### src/sv/rdc_pkg.sv
// Shared sizes and radix limits for the radix digit converter.
package rdc_pkg;

    localparam int STACK_DEPTH = 32;
    localparam int VALUE_BITS  = 32;

    localparam int IN_W    = 32;
    localparam int DIGIT_W = 4;
    localparam int RADIX_W = 5;

    localparam int ADDR_W = $clog2(STACK_DEPTH);
    localparam int SP_W   = $clog2(STACK_DEPTH + 1);
    localparam int CNT_W  = $clog2(VALUE_BITS);

    localparam logic [RADIX_W-1:0] RADIX_MIN = RADIX_W'(2);
    localparam logic [RADIX_W-1:0] RADIX_MAX = RADIX_W'(16);

endpackage

### src/sv/rdc_if.sv
// Valid/ready channel interfaces for the value input and the digit output.
interface rdc_value_if import rdc_pkg::*; ();
    logic            valid;
    logic            ready;
    logic [IN_W-1:0] value;

    modport source (output valid, output value, input ready);
    modport sink   (input valid, input value, output ready);
endinterface

interface rdc_digit_if import rdc_pkg::*; ();
    logic               valid;
    logic               ready;
    logic [DIGIT_W-1:0] digit;
    logic               last;

    modport source (output valid, output digit, output last, input ready);
    modport sink   (input valid, input digit, input last, output ready);
endinterface

### src/sv/radix_digit_converter.sv
// Radix digit converter: repeated division by a configured radix, digits out MSD first.
//
//  channel    dir   payload               transfer when
//  value_ch   in    value[31:0]           valid & ready
//  digit_ch   out   digit[3:0], last      valid & ready
//  cfg        in    cfg_wdata[4:0]        cfg_we (saturated to 2..16)
//
// One bit-serial restoring divider is reused for every digit: an item is accepted,
// divided once per digit, and its digits are then popped from the stack (read, present).
// Worst case is a value with 32 binary digits.
// value_ch.ready is high only while idle; a stalled digit holds the sequencer.
// rst_n is asynchronous; the radix resets to 2, the stack needs no clearing.
module radix_digit_converter
    import rdc_pkg::*;
(
    input  logic               clk,
    input  logic               rst_n,
    input  logic               cfg_we,
    input  logic [RADIX_W-1:0] cfg_wdata,
    rdc_value_if.sink          value_ch,
    rdc_digit_if.source        digit_ch
);

    typedef enum logic [1:0] {
        ST_IDLE,
        ST_DIV,
        ST_POP,
        ST_OUT
    } state_t;

    state_t                  state_reg, state_next;
    logic [RADIX_W-1:0]      radix_reg, radix_next;
    logic [VALUE_BITS-1:0]   quo_reg, quo_next;
    logic [RADIX_W-1:0]      rem_reg, rem_next;
    logic [CNT_W-1:0]        cnt_reg, cnt_next;
    logic [SP_W-1:0]         sp_reg, sp_next;
    logic                    last_reg, last_next;

    // digit stack
    logic [DIGIT_W-1:0]      stack_mem [STACK_DEPTH];
    logic [DIGIT_W-1:0]      rd_data_reg;
    logic                    push_en;
    logic                    pop_en;
    logic [ADDR_W-1:0]       wr_addr;
    logic [ADDR_W-1:0]       rd_addr;

    // shared divider step
    logic [RADIX_W:0]        shifted;
    logic [RADIX_W:0]        diff;
    logic                    q_bit;
    logic [RADIX_W-1:0]      rem_step;
    logic [VALUE_BITS-1:0]   quo_step;

    assign shifted  = {rem_reg, quo_reg[VALUE_BITS-1]};
    assign diff     = shifted - {1'b0, radix_reg};
    assign q_bit    = (shifted >= {1'b0, radix_reg});
    assign rem_step = q_bit ? diff[RADIX_W-1:0] : shifted[RADIX_W-1:0];
    assign quo_step = {quo_reg[VALUE_BITS-2:0], q_bit};

    assign wr_addr = sp_reg[ADDR_W-1:0];
    assign rd_addr = ADDR_W'(sp_reg - SP_W'(1));

    assign value_ch.ready = (state_reg == ST_IDLE);
    assign digit_ch.valid = (state_reg == ST_OUT);
    assign digit_ch.digit = rd_data_reg;
    assign digit_ch.last  = last_reg;

    always_comb
    begin
        state_next = state_reg;
        radix_next = radix_reg;
        quo_next   = quo_reg;
        rem_next   = rem_reg;
        cnt_next   = cnt_reg;
        sp_next    = sp_reg;
        last_next  = last_reg;
        push_en    = 1'b0;
        pop_en     = 1'b0;

        // the user must change radix only while idle; there is no interlock, the block does not enforce it
        if (cfg_we)
        begin
            if (cfg_wdata < RADIX_MIN)
            begin
                radix_next = RADIX_MIN;
            end
            else if (cfg_wdata > RADIX_MAX)
            begin
                radix_next = RADIX_MAX;
            end
            else
            begin
                radix_next = cfg_wdata;
            end
        end

        case (state_reg)
            ST_IDLE:
            begin
                if (value_ch.valid)
                begin
                    quo_next   = VALUE_BITS'(value_ch.value);
                    rem_next   = '0;
                    cnt_next   = CNT_W'(VALUE_BITS - 1);
                    sp_next    = '0;
                    state_next = ST_DIV;
                end
            end
            ST_DIV:
            begin
                quo_next = quo_step;
                rem_next = rem_step;
                cnt_next = cnt_reg - CNT_W'(1);
                if (cnt_reg == '0)
                begin
                    // division done: push remainder, drop it once the stack is full
                    if (sp_reg < SP_W'(STACK_DEPTH))
                    begin
                        push_en = 1'b1;
                        sp_next = sp_reg + SP_W'(1);
                    end
                    rem_next = '0;
                    cnt_next = CNT_W'(VALUE_BITS - 1);
                    if (quo_step == '0)
                    begin
                        state_next = ST_POP;
                    end
                end
            end
            ST_POP:
            begin
                pop_en     = 1'b1;
                sp_next    = sp_reg - SP_W'(1);
                last_next  = (sp_reg == SP_W'(1));
                state_next = ST_OUT;
            end
            ST_OUT:
            begin
                if (digit_ch.ready)
                begin
                    state_next = last_reg ? ST_IDLE : ST_POP;
                end
            end
            default:
            begin
                state_next = ST_IDLE;
            end
        endcase
    end

    always_ff @(posedge clk or negedge rst_n)
    begin
        if (!rst_n)
        begin
            state_reg <= ST_IDLE;
            radix_reg <= RADIX_MIN;
            quo_reg   <= '0;
            rem_reg   <= '0;
            cnt_reg   <= '0;
            sp_reg    <= '0;
            last_reg  <= 1'b0;
        end
        else
        begin
            state_reg <= state_next;
            radix_reg <= radix_next;
            quo_reg   <= quo_next;
            rem_reg   <= rem_next;
            cnt_reg   <= cnt_next;
            sp_reg    <= sp_next;
            last_reg  <= last_next;
        end
    end

    always_ff @(posedge clk)
    begin
        if (push_en)
        begin
            stack_mem[wr_addr] <= rem_step[DIGIT_W-1:0];
        end
        if (pop_en)
        begin
            rd_data_reg <= stack_mem[rd_addr];
        end
    end

`ifndef SYNTHESIS
    a_radix_range: assert property (@(posedge clk) disable iff (!rst_n)
        (radix_reg >= RADIX_MIN) && (radix_reg <= RADIX_MAX))
        else $error("radix register out of range");

    a_no_accept_while_output: assert property (@(posedge clk) disable iff (!rst_n)
        digit_ch.valid |-> !value_ch.ready)
        else $error("input ready while a digit is pending");

    a_idle_after_last: assert property (@(posedge clk) disable iff (!rst_n)
        (digit_ch.valid && digit_ch.ready && digit_ch.last) |=> value_ch.ready)
        else $error("not idle after final digit transfer");

    a_sp_bound: assert property (@(posedge clk) disable iff (!rst_n)
        sp_reg <= SP_W'(STACK_DEPTH))
        else $error("stack pointer beyond depth");

    a_pop_nonempty: assert property (@(posedge clk) disable iff (!rst_n)
        (state_reg == ST_POP) |-> (sp_reg != '0))
        else $error("pop from empty stack");
`endif

endmodule
### src/flat_wrapper.sv
// flat-port wrapper written by rule: the top's interface ports become plain ports
module radix_digit_converter_flat import rdc_pkg::*;
  (clk, rst_n, cfg_we, cfg_wdata, value_ch_valid, value_ch_value, value_ch_ready, digit_ch_valid, digit_ch_digit, digit_ch_last, digit_ch_ready);
  rdc_value_if value_ch_i ();
  rdc_digit_if digit_ch_i ();
  input  logic clk;
  input  logic rst_n;
  input  logic cfg_we;
  input  logic [RADIX_W-1:0] cfg_wdata;
  input wire logic [$bits(value_ch_i.valid)-1:0] value_ch_valid;
  input wire logic [$bits(value_ch_i.value)-1:0] value_ch_value;
  output wire logic [$bits(value_ch_i.ready)-1:0] value_ch_ready;
  output wire logic [$bits(digit_ch_i.valid)-1:0] digit_ch_valid;
  output wire logic [$bits(digit_ch_i.digit)-1:0] digit_ch_digit;
  output wire logic [$bits(digit_ch_i.last)-1:0] digit_ch_last;
  input wire logic [$bits(digit_ch_i.ready)-1:0] digit_ch_ready;
  assign value_ch_i.valid = value_ch_valid;
  assign value_ch_i.value = value_ch_value;
  assign value_ch_ready = value_ch_i.ready;
  assign digit_ch_valid = digit_ch_i.valid;
  assign digit_ch_digit = digit_ch_i.digit;
  assign digit_ch_last = digit_ch_i.last;
  assign digit_ch_i.ready = digit_ch_ready;
  radix_digit_converter u_core (.clk(clk), .rst_n(rst_n), .cfg_we(cfg_we), .cfg_wdata(cfg_wdata), .value_ch(value_ch_i), .digit_ch(digit_ch_i));
endmodule
### config.mk
export PLATFORM = sky130hd
export DESIGN_NAME = radix_digit_converter_flat
export DESIGN_NICKNAME = d
export VERILOG_FILES = /design/src/sv/rdc_pkg.sv /design/src/sv/rdc_if.sv /design/src/sv/radix_digit_converter.sv /design/src/flat_wrapper.sv
export SDC_FILE = /design/constraint.sdc
export NUM_CORES = 1
export LEC_CHECK = 0
export BUFFER_PORTS_ARGS = -buffer_cell sky130_fd_sc_hd__buf_2
export CELL_PAD_IN_SITES_DETAIL_PLACEMENT = 0
export CELL_PAD_IN_SITES_GLOBAL_PLACEMENT = 2
export CORE_MARGIN = 4
export CORE_UTILIZATION = 44
export CTS_CLUSTER_DIAMETER = 80
export DETAILED_ROUTE_END_ITERATION = 16
export PLACE_DENSITY = 0.92
export SYNTH_ARGS = -nofsm -noshare
export SYNTH_HDL_FRONTEND = slang
export SYNTH_SLANG_ARGS = --single-unit
export TNS_END_PERCENT = 100
### constraint.sdc
create_clock -name clk -period 4 [get_ports clk]
set_clock_uncertainty 0.05 [all_clocks]
set_input_delay 0.6 -clock clk [delete_from_list [all_inputs] [get_ports clk]]
set_output_delay 0.6 -clock clk [all_outputs]
set_load 0.01 [all_outputs]
==> flow_summary.json <==
{
  "async_reset_ff_share_pct": 29.8,
  "first_global_vias": 5109,
  "fin_crit_sh_pct": 83.3,
  "drv_cap": 0,
  "min_path_type": "primary input to asynchronous set/reset pin",
  "yosysWarnings": 0,
  "cts_hold_buf": 0,
  "cts_tree": "built",
  "r2r_cells": 10,
  "synth_cell_types": 58,
  "final_max_slew_viol_count": 0,
  "outcome": "finished, final reports clean",
  "finalCriticalPeriod_ns": 3.33,
  "cp-start-kind": "flip-flop",
  "dr_total_vias": 4922,
  "power.density_nw_per_um2": 800,
  "grt_use_total_pct": 16.2,
  "wire_per_inst_um": 19.0,
  "place_congestion": 0.779,
  "max_slew.worst_pin.slew_ns": 1.07,
  "grt_max_degree": 63,
  "dp_hpwl_um": 11200,
  "syn_nets": 653,
  "viasPerCell": 5.56,
  "num-nets-final": 697,
  "largest_register_ffs": 128,
  "dr.pass1.iters": 5,
  "rsz0062_at_grt": "no",
  "initial_utilization_pct": 45.0,
  "die_area_um2": 21500,
  "io_pins": 49,
  "overflow": 0,
  "clk_latency_ns": 0.43,
  "fin_hold_ws_ns": 0.0205,
  "grt_first_pass_wirelength_um": 27400,
  "clkSinkCount": 188,
  "path_class": "flip-flop to flip-flop",
  "clkSlewWorstSetupHoldPaths_ns": 0.07,
  "ys_seq_area_share_pct": 63.5,
  "end_kind": "flip-flop",
  "synth_flop_cell": "edfxtp_1",
  "areaGrowthSynthToFinish_pct": 12.2,
  "setup_viol": 0,
  "worstReg2RegEnd": "u_core.stack_mem[11][0]",
  "netlist_area_um2": 8450,
  "irDropWorstVdd_mv": 0.375,
  "numCtsBuffers": 17,
  "drc": 0,
  "seq_area_um2": 5370,
  "synth_enable_flop_cells": 132,
  "synth_area_per_cell_um2": 14.2,
  "timing.rr.start": "u_core.quo_reg[31]",
  "drive_gt1_share_pct": 21.0,
  "synthCells": 595,
  "fmax_mhz": 300,
  "power.leakage_uw": 0.00346,
  "die_w_um": 147,
  "die_y_um": 147,
  "grt_antenna_before_repair": 0,
  "drtIter0Drc": 334,
  "cts_max_path_buffers": 2,
  "cts.htree.levels": 4,
  "cts-root-buf": "clkbuf_16",
  "post_cts_resized": 0,
  "worst-r2r-setup-slack_ns": 0.67,
  "cts_setup_buffers": 0,
  "cp_data_arrival_time_ns": 3.39,
  "coreArea_um2": 18800,
  "required_ns": 4.06,
  "crit_path_max_fanout": 32,
  "synth-seq-cells": 188,
  "hold_viol_final": 0,
  "multi_input_comb_area_um2": 2880,
  "tns_ns": 0,
  "row_count": 50,
  "io_buffer_count": 48,
  "max_slew_margin_pct": 29.0,
  "n_fill_cell": 1619,
  "ant_nets": 0,
  "drt_wl_total_um": 16800,
  "diodes": 0
}
logic make-up (layout without fill, tap and decap cells):
family,count (synthesis),after routing,synth area share [%]
AOI/OAI and AO/OA,101,101,7.60
DFF,188,188,63.5
xor gates and xnor gates,8,8,0.918
buffers and inverters,53,110,2.59
and+or+nand+nor,143,143,7.95
adders and majority gates,16,16,2.46
muxes,86,86,15.0
per-stage QoR:
stage | power, uW | cells | setup slack (ns) | cell area [um^2] | util (%)
after global placement | 5940 | 854 | 0.823 | 8930 | 47.6
after detailed placement | 6070 | 854 | 0.590 | 8930 | 47.6
final | 7590 | 886 | 0.669 | 9480 | 50.5
after CTS | 7690 | 886 | 0.571 | 9480 | 50.5
after global routing | 8100 | 886 | 0.388 | 9480 | 50.5
after floorplan | 5230 | 595 | 0.876 | 8450 | -
cells in the mapped netlist (all sizes together), types with 2 or more instances:
cell type / count / share of area (%)
nor4: 8 / 0.59
xnor2: 3 / 0.31
nor2: 46 / 2.0
xor2: 5 / 0.61
o22ai: 3 / 0.22
o221ai: 4 / 0.41
o22a: 4 / 0.41
mux4: 32 / 8.5
mux2: 4 / 0.53
nand2: 54 / 2.4
a31oi: 2 / 0.15
inv: 21 / 0.93
dfrtp: 55 / 16
o31ai: 3 / 0.33
o21ai: 53 / 3.2
or3: 4 / 0.30
nand3: 7 / 0.47
o21bai: 2 / 0.18
buf: 13 / 0.81
ha: 15 / 2.2
a32oi: 4 / 0.41
a22oi: 2 / 0.18
nor2b: 3 / 0.22
a21oi: 12 / 0.76
nand4: 2 / 0.15
and2: 2 / 0.18
nand3b: 4 / 0.36
nor3: 6 / 0.36
a32o: 3 / 0.36
edfxtp: 132 / 47
o311a: 3 / 0.36
clkbuf: 19 / 0.84
mux2i: 50 / 5.9
layout make-up:
| type | instances | area share (%) |
|---|---|---|
| flip-flops and latches | 188 | 56.6 |
| multi-input cells | 354 | 30.4 |
| clock buffers | 17 | 4.49 |
| repair buffers | 57 | 3.25 |
| well taps | 234 | 3.09 |
| clock inverters | 15 | 1.37 |
| inverters | 21 | 0.831 |
layer usage:
| metal | up-vias | global-route usage [%] | wire (um) |
|---|---|---|---|
| met5 | - | 0 | 0 |
| met3 | 14 | 4.35 | 913 |
| met4 | 0 | 4.42 | 227 |
| met1 | 2436 | 21.8 | 7340 |
| met2 | 127 | 26.2 | 8320 |
| li1 | 2345 | - | - |
worst max path at each step:
stage | startpoint | endpoint | slack (ns)
3_3_place_gp | u_core.quo_reg[31] | u_core.stack_mem[9][0] | 0.82
3_5_place_dp | u_core.quo_reg[31] | u_core.stack_mem[12][0] | 0.59
6_report | u_core.quo_reg[31] | u_core.stack_mem[11][0] | 0.67
5_1_grt | u_core.quo_reg[31] | u_core.stack_mem[8][0] | 0.39
4_1_cts | u_core.quo_reg[31] | u_core.stack_mem[16][0] | 0.57
2_1_floorplan | u_core.radix_reg[1] | u_core.stack_mem[0][3] | 0.88
worst max-delay path: stages, from the launching register on:
cell	delay [ns]
dfrtp_1	0.39
inv_1	0.08
ha_1	0.14
inv_1	0.05
fa_1	0.41
a21oi_1	0.19
a21oi_1	0.11
a2111oi_2	0.33
buf_4	0.25
mux2_2	0.37
inv_1	0.63
power by group:
group / total [uW] / switching (uW) / internal [uW]
logic: 3040 / 1830 / 1210
clock network: 1600 / 778 / 818
registers: 2950 / 243 / 2710
placed cells by master (no fill, tap or decap), drive strengths merged, types with 4 or more instances in the layout:
cell type  Yosys  routed
o22a           4       4
ha            15      15
inv           21      29
nor2          46      46
nand3          7       7
o21ai         53      53
or3            4       4
xor2           5       5
a21oi         12      12
mux2           4       4
mux2i         50      50
o221ai         4       4
edfxtp       132     132
nor3           6       6
a32oi          4       4
nand3b         4       4
nor4           8       8
clkbuf        19      17
nand2         54      54
dfrtp         55      55
clkinv         0       4
buf           13      57
mux4          32      32
Note: power is estimated with default switching activity, not from simulation.
